## config.mk

```make
export PLATFORM = sky130hd
export DESIGN_NAME = stepper_step_time_generator_flat
export DESIGN_NICKNAME = d
export VERILOG_FILES = /design/src/rtl/core/sstg_pkg.sv /design/src/rtl/core/sstg_if.sv /design/src/rtl/core/stepper_step_time_generator.sv /design/src/rtl/core/sstg_muldiv.sv /design/src/flat_wrapper.sv
export VERILOG_INCLUDE_DIRS = /design/src /design/src/rtl/core
export SDC_FILE = /design/constraint.sdc
export NUM_CORES = 2
export LEC_CHECK = 0
export BUFFER_PORTS_ARGS = -buffer_cell sky130_fd_sc_hd__buf_4
export CAP_MARGIN = 20
export CORE_MARGIN = 2
export CORE_UTILIZATION = 34
export DETAILED_ROUTE_END_ITERATION = 7
export GPL_ROUTABILITY_DRIVEN = 1
export MAX_ROUTING_LAYER = met4
export PLACE_DENSITY = 0.48
export SYNTH_ARGS = -nofsm -noshare
export SYNTH_HDL_FRONTEND = slang
export SYNTH_SLANG_ARGS = --single-unit
```

## constraint.sdc

```tcl
create_clock -name clk -period 14.58 [get_ports clk]
set_input_delay 2.187 -clock clk [delete_from_list [all_inputs] [get_ports clk]]
set_output_delay 2.187 -clock clk [all_outputs]
set_load 0.01 [all_outputs]
```

## src/rtl/core/stepper_step_time_generator_assert.svh

```systemverilog
// Assertion macros for the stepper step time generator.
// Used by the top level, which checks its own logic; needs clk and rst in scope.
`ifndef STEPPER_STEP_TIME_GENERATOR_ASSERT_SVH
`define STEPPER_STEP_TIME_GENERATOR_ASSERT_SVH
`ifndef SYNTHESIS
`define SSTG_ASSERT(lbl, cond) \
  lbl: assert property (@(posedge clk) disable iff (rst) (cond)) \
    else $error("sstg assertion failed");
`define SSTG_IMPLY(lbl, ante, cons) \
  lbl: assert property (@(posedge clk) disable iff (rst) (ante) |-> (cons)) \
    else $error("sstg implication failed");
`else
`define SSTG_ASSERT(lbl, cond)
`define SSTG_IMPLY(lbl, ante, cons)
`endif
`endif

```

## src/rtl/core/sstg_pkg.sv

```systemverilog
// Package of the stepper step time generator: constants, register indexes and types.
// Has no dependencies; the interfaces, the top level, sstg_muldiv and the testbench use it.
package sstg_pkg;

  localparam int MAX_STEPS = 64;
  localparam int CNT_W     = $clog2(MAX_STEPS + 1);

  localparam int POS_W  = 32;
  localparam int STEP_W = 31;
  localparam int PER_W  = 16;
  localparam int SEG_W  = 16;
  localparam int TIME_W = 32;
  localparam int MAG_W  = POS_W + 1;
  localparam int PROD_W = MAG_W + PER_W;
  localparam int IDX_W  = 8;

  localparam logic [IDX_W-1:0] CFG_STEP_SIZE = IDX_W'(0);
  localparam logic [IDX_W-1:0] CFG_PERIOD    = IDX_W'(1);

  localparam logic [STEP_W-1:0] STEP_RESET = STEP_W'(65536);
  localparam logic [PER_W-1:0]  PER_RESET  = PER_W'(1000);

  typedef enum logic [2:0] {
    ST_IDLE,
    ST_CHECK,
    ST_CALC,
    ST_FIN,
    ST_PUSH
  } sstg_state_t;

  typedef struct packed {
    logic [PROD_W-1:0] quotient;
    logic              rem_nz;
    logic [TIME_W-1:0] seg_ticks;
  } sstg_md_res_t;

endpackage

```

## src/rtl/core/sstg_if.sv

```systemverilog
// Handshake interfaces of the stepper step time generator: input, result and config.
// Depends on sstg_pkg for field widths.
interface sstg_in_if;
  logic                             valid;
  logic                             ready;
  logic signed [sstg_pkg::POS_W-1:0] sample_position;
  logic                             first_sample;
  modport source (output valid, sample_position, first_sample, input ready);
  modport sink (input valid, sample_position, first_sample, output ready);
endinterface

interface sstg_out_if;
  logic                              valid;
  logic                              ready;
  logic [sstg_pkg::TIME_W-1:0]       step_time;
  logic                              direction;
  logic signed [sstg_pkg::POS_W-1:0] step_position;
  logic                              last_of_run;
  logic                              overrun;
  modport source (output valid, step_time, direction, step_position, last_of_run, overrun,
                  input ready);
  modport sink (input valid, step_time, direction, step_position, last_of_run, overrun,
                output ready);
endinterface

interface sstg_cfg_if;
  logic                        valid;
  logic                        ready;
  logic [sstg_pkg::IDX_W-1:0]  index;
  logic [31:0]                 data;
  modport source (output valid, index, data, input ready);
  modport sink (input valid, index, data, output ready);
endinterface

```

## src/rtl/core/stepper_step_time_generator.sv

```systemverilog
// Top level of the stepper step time generator: sequencer, state and result register.
// Depends on sstg_pkg, the sstg interfaces, sstg_muldiv and the assertion header.
//
//   channel   direction  carries
//   in_ch     sink       sample_position, first_sample
//   out_ch    source     step_time, direction, step_position, last_of_run, overrun
//   cfg_ch    sink       index, data (step length, period_ticks)
//
// A first sample is taken in idle and sets the origin; a sample that takes no step is only checked.
// Otherwise each step is checked, computed by the serial multiply and divide in sstg_muldiv,
// finished into a hold register and pushed out before the next step is computed.
// Up to 64 steps per sample; when more are due, the last one is marked as overrun.
// Reset restores the register defaults and clears position state; no clearing pass.
// A stalled output holds the sequencer only when a second result is ready to go.
`include "stepper_step_time_generator_assert.svh"
module stepper_step_time_generator (
  input logic    clk,
  input logic    rst,
  sstg_in_if.sink   in_ch,
  sstg_out_if.source out_ch,
  sstg_cfg_if.sink  cfg_ch
);
  import sstg_pkg::*;

  sstg_state_t state, state_next;

  logic [STEP_W-1:0]       step_len;
  logic [PER_W-1:0]        period_ticks;
  logic [POS_W-1:0]        origin;
  logic [POS_W-1:0]        previous;
  logic [POS_W-1:0]        stepper;
  logic [SEG_W-1:0]        seg;
  logic [POS_W-1:0]        sample_q;
  logic signed [POS_W-1:0] target_rel;
  logic signed [POS_W-1:0] prev_rel;
  logic signed [MAG_W-1:0] diff;
  logic [CNT_W-1:0]        count;
  logic                    have_hold;
  logic                    push_end;
  logic                    neg;
  logic [TIME_W-1:0]       hold_time;
  logic [POS_W-1:0]        hold_pos;
  logic                    hold_last;
  logic                    hold_ovf;
  logic                    out_valid;

  logic                    in_fire;
  logic                    push_ok;
  logic                    fwd;
  logic                    qual;
  logic                    at_max;
  logic                    md_start;
  logic                    md_done;
  sstg_md_res_t            md_res;
  logic signed [POS_W-1:0] tgt_c;
  logic signed [POS_W-1:0] prv_c;
  logic signed [MAG_W-1:0] diff_c;
  logic signed [POS_W+1:0] next_c;
  logic signed [POS_W+1:0] tgt_x;
  logic signed [MAG_W-1:0] m_c;
  logic [MAG_W-1:0]        m_mag;
  logic [MAG_W-1:0]        d_mag;
  logic signed [TIME_W+18:0] t_c;
  logic [TIME_W-1:0]       t_sat;

  assign in_fire = in_ch.valid && in_ch.ready;
  assign push_ok = !out_valid || out_ch.ready;

  assign tgt_c  = in_ch.sample_position - origin;
  assign prv_c  = previous - origin;
  assign diff_c = MAG_W'(tgt_c) - MAG_W'(prv_c);

  assign fwd    = !diff[MAG_W-1] && (diff != '0);
  assign tgt_x  = (POS_W + 2)'(target_rel);
  assign next_c = fwd ? (POS_W + 2)'($signed(stepper)) + $signed({3'b000, step_len})
                      : (POS_W + 2)'($signed(stepper)) - $signed({3'b000, step_len});
  assign qual   = (diff != '0) && (fwd ? (next_c < tgt_x) : (next_c > tgt_x));
  assign at_max = count == CNT_W'(MAX_STEPS);
  assign m_c    = MAG_W'($signed(next_c[POS_W-1:0])) - MAG_W'(prev_rel);
  assign m_mag  = m_c[MAG_W-1] ? MAG_W'(-m_c) : m_c;
  assign d_mag  = diff[MAG_W-1] ? MAG_W'(-diff) : diff;

  assign t_c = neg ? $signed({19'd0, md_res.seg_ticks}) - $signed({2'b00, md_res.quotient})
                     - $signed({50'd0, md_res.rem_nz})
                   : $signed({19'd0, md_res.seg_ticks}) + $signed({2'b00, md_res.quotient});
  assign t_sat = t_c[TIME_W+18] ? '0 : ((|t_c[TIME_W+17:TIME_W]) ? '1 : t_c[TIME_W-1:0]);

  sstg_muldiv u_muldiv (
    .clk     (clk),
    .rst     (rst),
    .start   (md_start),
    .per     (period_ticks),
    .seg     (seg),
    .mag     (m_mag),
    .divisor (d_mag),
    .done    (md_done),
    .res     (md_res)
  );

  always_ff @(posedge clk) begin
    if (rst) begin
      state <= ST_IDLE;
    end else begin
      state <= state_next;
    end
  end

  always_comb begin
    state_next  = state;
    in_ch.ready = 1'b0;
    md_start    = 1'b0;
    unique case (state)
      ST_IDLE: begin
        in_ch.ready = 1'b1;
        if (in_fire && !in_ch.first_sample) begin
          state_next = ST_CHECK;
        end
      end
      ST_CHECK: begin
        priority if (!qual) begin
          state_next = have_hold ? ST_PUSH : ST_IDLE;
        end else if (at_max || have_hold) begin
          state_next = ST_PUSH;
        end else begin
          md_start   = 1'b1;
          state_next = ST_CALC;
        end
      end
      ST_CALC: begin
        if (md_done) begin
          state_next = ST_FIN;
        end
      end
      ST_FIN: begin
        state_next = ST_CHECK;
      end
      ST_PUSH: begin
        if (push_ok) begin
          state_next = push_end ? ST_IDLE : ST_CHECK;
        end
      end
      default: begin
        state_next = ST_IDLE;
      end
    endcase
  end

  always_ff @(posedge clk) begin
    if (rst) begin
      step_len     <= STEP_RESET;
      period_ticks <= PER_RESET;
      origin       <= '0;
      previous     <= '0;
      stepper      <= '0;
      seg          <= '0;
      count        <= '0;
      have_hold    <= 1'b0;
      out_valid    <= 1'b0;
    end else begin
      if (cfg_ch.valid) begin
        if (cfg_ch.index == CFG_STEP_SIZE) begin
          step_len <= cfg_ch.data[STEP_W-1:0];
        end else if (cfg_ch.index == CFG_PERIOD) begin
          period_ticks <= cfg_ch.data[PER_W-1:0];
        end
      end
      if (out_ch.valid && out_ch.ready && !(state == ST_PUSH && push_ok)) begin
        out_valid <= 1'b0;
      end
      unique case (state)
        ST_IDLE: begin
          if (in_fire) begin
            if (in_ch.first_sample) begin
              origin   <= in_ch.sample_position;
              previous <= in_ch.sample_position;
              stepper  <= '0;
              seg      <= '0;
            end else begin
              sample_q   <= in_ch.sample_position;
              target_rel <= tgt_c;
              prev_rel   <= prv_c;
              diff       <= diff_c;
              count      <= '0;
            end
          end
        end
        ST_CHECK: begin
          priority if (!qual) begin
            if (have_hold) begin
              hold_last <= 1'b1;
              push_end  <= 1'b1;
            end else begin
              previous <= sample_q;
              seg      <= (seg == '1) ? seg : seg + SEG_W'(1);
            end
          end else if (at_max) begin
            hold_last <= 1'b1;
            hold_ovf  <= 1'b1;
            push_end  <= 1'b1;
          end else if (have_hold) begin
            push_end <= 1'b0;
          end else begin
            stepper <= next_c[POS_W-1:0];
            neg     <= m_c[MAG_W-1] ^ diff[MAG_W-1];
          end
        end
        ST_CALC: begin
        end
        ST_FIN: begin
          hold_time <= t_sat;
          hold_pos  <= stepper;
          hold_last <= 1'b0;
          hold_ovf  <= 1'b0;
          have_hold <= 1'b1;
          count     <= count + CNT_W'(1);
        end
        ST_PUSH: begin
          if (push_ok) begin
            out_valid            <= 1'b1;
            out_ch.step_time     <= hold_time;
            out_ch.direction     <= fwd;
            out_ch.step_position <= hold_pos;
            out_ch.last_of_run   <= hold_last;
            out_ch.overrun       <= hold_ovf;
            have_hold            <= 1'b0;
            if (push_end) begin
              previous <= sample_q;
              seg      <= (seg == '1) ? seg : seg + SEG_W'(1);
            end
          end
        end
        default: begin
        end
      endcase
    end
  end

  assign out_ch.valid = out_valid;
  assign cfg_ch.ready = 1'b1;

  `SSTG_ASSERT(a_count_limit, count <= CNT_W'(MAX_STEPS))
  `SSTG_IMPLY(a_done_in_calc, md_done, state == ST_CALC)
  `SSTG_IMPLY(a_result_from_push, $rose(out_valid), $past(state) == ST_PUSH)
  `SSTG_IMPLY(a_idle_no_hold, state == ST_IDLE, !have_hold)

endmodule

```

## src/rtl/core/sstg_muldiv.sv

```systemverilog
// Bit-serial multiply and restoring divide for the step instant.
// Depends on sstg_pkg; multiplies over the 16 bits of per, then one quotient bit per cycle.
module sstg_muldiv (
  input  logic                        clk,
  input  logic                        rst,
  input  logic                        start,
  input  logic [sstg_pkg::PER_W-1:0]  per,
  input  logic [sstg_pkg::SEG_W-1:0]  seg,
  input  logic [sstg_pkg::MAG_W-1:0]  mag,
  input  logic [sstg_pkg::MAG_W-1:0]  divisor,
  output logic                        done,
  output sstg_pkg::sstg_md_res_t      res
);
  import sstg_pkg::*;

  localparam int CYC_W = $clog2(PROD_W + 1);

  logic              busy;
  logic              dividing;
  logic [CYC_W-1:0]  cyc;
  logic [PER_W-1:0]  per_sh;
  logic [PROD_W-1:0] mcand;
  logic [PROD_W-1:0] acc;
  logic [TIME_W-1:0] seg_sh;
  logic [TIME_W-1:0] pacc;
  logic [MAG_W-1:0]  rem;
  logic [MAG_W:0]    rem_sh;
  logic              ge;

  assign rem_sh = {rem, acc[PROD_W-1]};
  assign ge     = rem_sh >= {1'b0, divisor};

  always_ff @(posedge clk) begin
    if (rst) begin
      busy     <= 1'b0;
      dividing <= 1'b0;
      done     <= 1'b0;
      cyc      <= '0;
    end else begin
      done <= 1'b0;
      if (start) begin
        busy     <= 1'b1;
        dividing <= 1'b0;
        cyc      <= '0;
        per_sh   <= per;
        mcand    <= PROD_W'(mag);
        seg_sh   <= TIME_W'(seg);
        acc      <= '0;
        pacc     <= '0;
        rem      <= '0;
      end else if (busy && !dividing) begin
        if (per_sh[0]) begin
          acc  <= acc + mcand;
          pacc <= pacc + seg_sh;
        end
        per_sh <= per_sh >> 1;
        mcand  <= mcand << 1;
        seg_sh <= seg_sh << 1;
        if (cyc == CYC_W'(PER_W - 1)) begin
          dividing <= 1'b1;
          cyc      <= '0;
        end else begin
          cyc <= cyc + CYC_W'(1);
        end
      end else if (busy) begin
        acc <= {acc[PROD_W-2:0], ge};
        rem <= ge ? MAG_W'(rem_sh - {1'b0, divisor}) : rem_sh[MAG_W-1:0];
        if (cyc == CYC_W'(PROD_W - 1)) begin
          busy <= 1'b0;
          done <= 1'b1;
        end else begin
          cyc <= cyc + CYC_W'(1);
        end
      end
    end
  end

  assign res.quotient  = acc;
  assign res.rem_nz    = |rem;
  assign res.seg_ticks = pacc;

endmodule

```

## src/flat_wrapper.sv

```systemverilog
// flat-port wrapper written by rule: the top's interface ports become plain ports
module stepper_step_time_generator_flat import sstg_pkg::*;
  (clk, rst, in_ch_valid, in_ch_sample_position, in_ch_first_sample, in_ch_ready, out_ch_valid, out_ch_step_time, out_ch_direction, out_ch_step_position, out_ch_last_of_run, out_ch_overrun, out_ch_ready, cfg_ch_valid, cfg_ch_index, cfg_ch_data, cfg_ch_ready);
  sstg_in_if in_ch_i ();
  sstg_out_if out_ch_i ();
  sstg_cfg_if cfg_ch_i ();
  input logic clk;
  input logic rst;
  input wire logic [$bits(in_ch_i.valid)-1:0] in_ch_valid;
  input wire logic [$bits(in_ch_i.sample_position)-1:0] in_ch_sample_position;
  input wire logic [$bits(in_ch_i.first_sample)-1:0] in_ch_first_sample;
  output wire logic [$bits(in_ch_i.ready)-1:0] in_ch_ready;
  output wire logic [$bits(out_ch_i.valid)-1:0] out_ch_valid;
  output wire logic [$bits(out_ch_i.step_time)-1:0] out_ch_step_time;
  output wire logic [$bits(out_ch_i.direction)-1:0] out_ch_direction;
  output wire logic [$bits(out_ch_i.step_position)-1:0] out_ch_step_position;
  output wire logic [$bits(out_ch_i.last_of_run)-1:0] out_ch_last_of_run;
  output wire logic [$bits(out_ch_i.overrun)-1:0] out_ch_overrun;
  input wire logic [$bits(out_ch_i.ready)-1:0] out_ch_ready;
  input wire logic [$bits(cfg_ch_i.valid)-1:0] cfg_ch_valid;
  input wire logic [$bits(cfg_ch_i.index)-1:0] cfg_ch_index;
  input wire logic [$bits(cfg_ch_i.data)-1:0] cfg_ch_data;
  output wire logic [$bits(cfg_ch_i.ready)-1:0] cfg_ch_ready;
  assign in_ch_i.valid = in_ch_valid;
  assign in_ch_i.sample_position = in_ch_sample_position;
  assign in_ch_i.first_sample = in_ch_first_sample;
  assign in_ch_ready = in_ch_i.ready;
  assign out_ch_valid = out_ch_i.valid;
  assign out_ch_step_time = out_ch_i.step_time;
  assign out_ch_direction = out_ch_i.direction;
  assign out_ch_step_position = out_ch_i.step_position;
  assign out_ch_last_of_run = out_ch_i.last_of_run;
  assign out_ch_overrun = out_ch_i.overrun;
  assign out_ch_i.ready = out_ch_ready;
  assign cfg_ch_i.valid = cfg_ch_valid;
  assign cfg_ch_i.index = cfg_ch_index;
  assign cfg_ch_i.data = cfg_ch_data;
  assign cfg_ch_ready = cfg_ch_i.ready;
  stepper_step_time_generator u_core (.clk(clk), .rst(rst), .in_ch(in_ch_i), .out_ch(out_ch_i), .cfg_ch(cfg_ch_i));
endmodule
```

# [Yosys cells after proc, flatten, opt, wreduce, memory -nomap -nowiden]
# Cells that the tools add are included.
[totals] reg_bits=655 word_cells=224
[classes] n_addsub=17 reduce_logical=55 n_mux=79 n_eq_ne=26 magnitude_cmp=3 n_bitwise=7
[op_table] cell="two-way mux 32 bit" n=15
[op_table] cell="two-way mux 33 bit" n=6
[op_table] cell="two-way mux 49 bit" n=4
[op_table] cell="two-way mux 16 bit" n=10
[op_table] cell="subtractor 32 x 32 -> 33 bit" n=3
[op_table] cell="case mux 32 bit (3 select lines)" n=1
[op_table] cell="negation 33 bit" n=2
[op_table] cell="case mux 32 bit (2 select lines)" n=1
[op_table] cell="subtractor 32 bit" n=2
[op_table] cell="two-way mux 51 bit" n=1
[op_table] cell="subtractor 51 x 2 -> 51 bit" n=1
[op_table] cell="adder 32 x 49 -> 50 bit" n=1
[op_table] cell="subtractor 32 x 49 -> 50 bit" n=1
[op_table] cell="adder 49 bit" n=1
[op_table] cell="case mux 16 bit (3 select lines)" n=1
[op_table] cell="greater-or-equal comparator 34 x 33 -> 1 bit" n=1
[op_table] cell="> comparator 34 x 32 -> 1 bit" n=1
[op_table] cell="< comparator 34 x 32 -> 1 bit" n=1
[op_table] cell="two-way mux 34 bit" n=1
[op_table] cell="adder 32 x 32 -> 33 bit" n=1
[op_table] cell="nonzero test 33 bit" n=1
[op_table] cell="OR reduction 33 bit" n=1
[op_table] cell="subtractor 33 bit" n=1
[op_table] cell="adder 32 bit" n=1
[op_table] cell="other kinds (41)" n=128

# [Longest topological paths before layout]
[depth] depth_word=10 depth_mapped=43 depth_no_buf=39

# [Hierarchy]
# A second synthesis with hierarchy kept.
[hier_totals] cells_unflattened=5087 area_unflattened_um2=46593.4
[modules_own_cells] module="stepper_step_time_generator" seq_area_each_um2=11350.9 instances=1 cells_per_inst=3560 area_per_inst_um2=31448.9
[modules_own_cells] module="sstg_muldiv" seq_area_each_um2=6516.2 instances=1 cells_per_inst=1527 area_per_inst_um2=15144.5

# [Worst setup path after synthesis]
# No wires, ideal clock.
[synth_path] path_type="flip-flop to flip-flop" startpoint="reg u_core.diff[13]" endpoint="reg u_core.u_muldiv.pacc[0], enable pin" slack_ps=357 setup_time_ps=391 path_stages_with_launch=37 n_path_buf=3 arrival_time_ps=13832 period_less_slack_ps=14223 cell_sequence="edfxtp_1 or4_1 or3_1 or4_1 or4_1 nor3_1 or2_2 buf_2 clkbuf_1 o21ai_0 fa_1 a21oi_1 o21bai_1 a21oi_1 o21ai_0 a211oi_1 a2111oi_0 o31ai_1 a31oi_1 a21o_1 a21o_1 a2111o_1 a31oi_1 o21bai_1 a21oi_1 xnor2_1 ha_1 nand3_1 nor2_1 o21ai_0 a31oi_1 mux2i_1 and2_1 nand3_1 clkbuf_1 a21oi_1 o21a_1"
[synth_between] elab_chain_cells=10 elab_cells_between_ends=12
[synth_lines] element="start, declared" line="stepper_step_time_generator.sv:36" rtl="logic signed [MAG_W-1:0] diff;"
[synth_lines] element="start signal, assigned" line="stepper_step_time_generator.sv:182" rtl="diff <= diff_c;"
[synth_lines] element="nonzero test 33 bit *" line="stepper_step_time_generator.sv:73, stepper_step_time_generator.sv:77"
[synth_lines] element="logical AND 1 bit" line="stepper_step_time_generator.sv:73" rtl="assign fwd = !diff[MAG_W-1] && (diff != '0);"
[synth_lines] element="two-way mux 34 bit" line="stepper_step_time_generator.sv:75" rtl="assign next_c = fwd ? (POS_W + 2)'($signed(stepper)) + $signed({3'b000, step_len})"
[synth_lines] element="> comparator 34 x 32 -> 1 bit or < comparator 34 x 32 -> 1 bit (tied branches)" line="stepper_step_time_generator.sv:77" rtl="assign qual = (diff != '0) && (fwd ? (next_c < tgt_x) : (next_c > tgt_x));"
[synth_lines] element="two-way mux 1 bit" line="stepper_step_time_generator.sv:77"
[synth_lines] element="logical AND 1 bit *" line="stepper_step_time_generator.sv:77"
[synth_lines] element="two-way mux 1 bit *" line="stepper_step_time_generator.sv:120" rtl="priority if (!qual) begin"
[synth_lines] element="two-way mux 1 bit *" line="stepper_step_time_generator.sv:112" rtl="unique case (state)"
[synth_lines] element="nonzero test 2 bit (no line)"
[synth_lines] element="AND reduction 3 bit (no line) *"
[synth_lines] element="end signal, assigned" line="sstg_muldiv.sv:54" rtl="pacc <= pacc + seg_sh;"
[synth_lines] element="end, declared" line="sstg_muldiv.sv:25" rtl="logic [TIME_W-1:0] pacc;"
# Mark *: on every way between the ends. The rest lies on a longest branch, timed or not.
# A chain may end at the register's enable or synchronous reset.

# [Final worst setup path]
[layout_path] startpoint="reg u_core.diff[13]" endpoint="reg u_core.u_muldiv.acc[4], enable pin"
[layout_between] elab_chain_cells=10 elab_cells_between_ends=12
[layout_lines] element="nonzero test 33 bit *" line="stepper_step_time_generator.sv:73"
[layout_lines] element="logical AND 1 bit *" line="stepper_step_time_generator.sv:73"
[layout_lines] element="named net u_core.fwd" line="stepper_step_time_generator.sv:49" rtl="logic fwd;"
[layout_lines] element="two-way mux 34 bit" line="stepper_step_time_generator.sv:75"
[layout_lines] element="> comparator 34 x 32 -> 1 bit or < comparator 34 x 32 -> 1 bit (tied branches)" line="stepper_step_time_generator.sv:77"
[layout_lines] element="two-way mux 1 bit *" line="stepper_step_time_generator.sv:77"
[layout_lines] element="logical AND 1 bit *" line="stepper_step_time_generator.sv:77"
[layout_lines] element="two-way mux 1 bit *" line="stepper_step_time_generator.sv:120"
[layout_lines] element="two-way mux 1 bit *" line="stepper_step_time_generator.sv:112"
[layout_lines] element="!= test 3 x 2 -> 1 bit (no line) or nonzero test 3 bit (tied branches)"
[layout_lines] element="AND reduction 3 bit (no line) *"
[layout_lines] element="end signal, assigned" line="sstg_muldiv.sv:53" rtl="acc <= acc + mcand;"
[layout_lines] element="end signal, assigned" line="sstg_muldiv.sv:66" rtl="acc <= {acc[PROD_W-2:0], ge};"
[layout_lines] element="end, declared" line="sstg_muldiv.sv:23" rtl="logic [PROD_W-1:0] acc;"
# The timed path passes the listed nets; every way through them passes the cells marked *.

==> results by group <==
Yosys
  • Mux share of post-synthesis cell area: 1.46%
  • Compound-Gate Fraction of Synth Area: 18.2%
  • Yosys warns: 0
  • Mapped cell area: 44800 µm²
  • Leading area contributor after synthesis: edfxtp_1
  • Synth cell types: 90
  • Main combinational cell family by area after synthesis: compound AO/OA/AOI/OAI gates
  • Syn avg cell area: 9.02 µm²
  • Yosys reg bits: 655
  • Post-Synth XOR/XNOR Area: 8.20%
  • Register area share after synthesis: 39.8%
  • Synth top area cells: edfxtp_1 (32%), ha_1 (10%), dfxtp_1 (8.0%), a21oi_1 (5.3%), xnor2_1 (5.2%)
  • Most used DFF post-synth: edfxtp_1
  • Asr flop ratio synth: 0%
  • Post-Synth Simple-Gate Area: 17.2%
  • Synth Area in Adders: 10.9%
  • Net Count, Synth: 5438
  • EDFF count, synth: 475
  • Syn Inst Count: 4974
  • Top cell type's share of synthesized area: 31.8%

Drt
  • Routed Antenna Nets: 0
  • Routed vias/inst: 5.08
  • DRT iter0 DRCs: 1811
  • Vias after detailed routing: 35.1k
  • Post-route DRC violation count: 0
  • First-pass DRT Iterations: 5
  • Routed len/inst: 17.3 µm
  • Routed wire length: 119 mm

Worst hold path
  • Min-Delay Path Depth: 0
  • Worst hold path type: register to register

Placed design
  • DP Wirelength: 92.0 mm
  • Placed inst area: 47900 µm²
  • Pre-CTS WS: 2.61 ns
  • Final GP Congestion: 0.883
  • Placed cell count: 6745
  • PortBufs: 145

Pwr
  • Cell internal pwr: 4.15 mW
  • Switching portion of total power: 31.7%
  • Power Density: 120 nW/µm²
  • Psw: 1.93 mW
  • Combinational share of power: 29.0%
  • Clock group share of total power: 34.9%
  • VDD IR max: 0.0935 mV
  • Power share of the sequential group: 36.1%
  • Lkg Pwr: 20.0 nW
  • Final Power: 6.08 mW

CTS
  • CTS H-tree depth: 3
  • Root Buffer: clkbuf_16
  • CTS tree: done
  • Cts hold-fix bufs: 0
  • Setup bufs post-CTS: 0
  • Worst-Skew Late Latency: 0.67 ns
  • Sink Count: 655
  • Total CTS buffers: 78
  • Clk slew on worst S/H paths: 0.06 ns
  • Clock buffer depth: 3
  • Post-CTS Resized: 0

Timing
  • Final Max Slew Viols: 0
  • Final worst slack: 2.69 ns
  • Final setup viols: 0
  • Hold Slack: 0.413 ns
  • Final Critical Period: 11.89 ns
  • Final Skew: 0.0208 ns
  • Hold Vio Cnt, Final: 0
  • Setup_tns: 0 ns
  • Final Cycle Share: 81.6%
  • Slew HR: 27.8%
  • F_max: 84.1 MHz
  • RSZ-0062 raised after global routing: false
  • Least-Margin Pin Slew: 1.08 ns

Floorplanning
  • Total die area: 135000 µm²
  • Starting Density: 34.2%
  • Die Wd: 367 µm
  • Row cnt: 133
  • CORE AREA: 131000 µm²
  • I/O Pins: 148
  • Die height: 367 µm

Worst setup path
  • Largest stage delay, worst path: 0.64 ns
  • Worst Path Class, Setup: register to register
  • CP max-delay cell: buf_4
  • Worst-path maximum fanout: 70
  • Critical path launch point type: register
  • Arr. time, crit path: 12.23 ns
  • Worst endpoint required time: 14.91 ns
  • Worst R2R Path Depth: 37
  • Critical Path Sink Type: register
  • R2R setup slack: 2.69 ns
  • Most used cell along the critical path: buf_4

Finish
  • Fillers: 13.4k
  • Fin area: 50800 µm²
  • Area grow syn2layout: 13.2%
  • Nets: 5535
  • Share of cells above drive strength 1: 7.81%
  • Fin cells: 6896
  • Final core utilization: 38.7%

Global route
  • Vias in the first global route: 33.7k
  • Congestion Overflow GR: 0
  • First-pass GRT wire length: 187 mm
  • Largest net degree at the start of global routing: 184
  • Tot GR Track Use: 17.8%
  • Initial antenna violation count: 2

Run status
  • Outcome: completed

Job
  • Max_cap viols: 0
cell usage after synthesis, types with 46 or more instances:
library cell / n
and2_1: 63
nor2_1: 523
nor2b_1: 46
clkbuf_1: 150
xnor2_1: 268
xor2_1: 152
a21o_1: 106
or3_1: 52
a21oi_1: 479
ha_1: 376
nand2_1: 508
a211oi_1: 72
nand2b_1: 51
o21a_1: 56
o21ai_0: 224
nand3_1: 112
mux2i_1: 62
inv_1: 311
nor3_1: 107
o21bai_1: 52
edfxtp_1: 475
dfxtp_1: 180
state kept, by name, indices dropped and copies added, names as in the netlist, 33 cells and up:
name / flops
u_core.diff: 33
u_core.u_muldiv.acc: 49
u_core.u_muldiv.mcand: 49
u_core.u_muldiv.rem: 33
worst paths after layout:
check / from / to
worst max-delay path: u_core.diff[13] / u_core.u_muldiv.acc[4]
worst min-delay path: u_core.hold_pos[5] / u_core.out_ch.step_position[5]
worst max register to register: u_core.diff[13] / u_core.u_muldiv.acc[4]
worst min register to register: u_core.hold_pos[5] / u_core.out_ch.step_position[5]
worst max-delay path: cells and delay by family, from the launching register on:
| family | cells | cell delay [ns] |
|---|---|---|
| mux | 1 | 0.28 |
| fa+ha+maj | 2 | 0.60 |
| compound gates | 15 | 4.01 |
| xor+xnor | 2 | 0.32 |
| buf+inv | 5 | 2.26 |
| simple gates | 12 | 3.46 |
| flops | 1 | 0.45 |
placed cells by master (no fill, tap or decap), drive strengths merged, types with 13 or more instances in the layout:
master and count:
or4 13, nand3 112, nand2 508, and2 63
a21oi 479, and3 37, dfxtp 180, or3 52
o31a 14, o211ai 21, buf 191, nor2b 46
mux2i 62, nor4 35, o21ai 226, a211oi 72
o21bai 52, or2 37, nand4 45, a31oi 41
o41ai 15, inv 314, a21boi 16, o21a 56
o31ai 43, clkinv 23, nor2 523, nor3 107
clkbuf 103, xor2 152, a21o 106, nand2b 51
nor3b 13, edfxtp 475, a22oi 34, ha 376
xnor2 268
logic make-up after synthesis:
group,count (synthesis)
buffers and inverters,487
multiplexers,65
AND/OR/NAND/NOR,1668
other,1
AO/OA/AOI/OAI,1292
adder cells (fa/ha/maj),386
XOR/XNOR,420
flip-flops,655
routing by layer:
layer | up-vias | wire (µm) | GRT usage, %
met5 | - | 0 | -
met4 | 0 | 3610 | 5.51
met3 | 166 | 4330 | 2.58
met2 | 554 | 53200 | 27.8
met1 | 16266 | 58200 | 23.8
li1 | 18078 | - | -
area by class of cell:
cell class | count | area (µm²) | share of cell area, %
Clock inverter | 43 | 548 | 1.08
Clock buffer | 103 | 2260 | 4.46
Sequential cell | 655 | 17900 | 35.2
Inverter | 312 | 1170 | 2.31
Tap cell | 1755 | 2200 | 4.33
Timing Repair Buffer | 192 | 1480 | 2.91
Antenna cell | 4 | 10.0 | 0.0197
Multi-Input combinational cell | 3832 | 25200 | 49.7
power groups by stage:
stage                     registers [mW]  clock network, mW  logic [mW]
after floorplan                     2.22                  0        1.33
after global placement              2.23                  0        1.74
after detailed placement            2.23                  0        1.76
after CTS                           2.19               2.19        1.77
after global routing                2.20               2.25        1.99
final                               2.19               2.12        1.76
No activity file was read; power rests on OpenSTA's default activity.
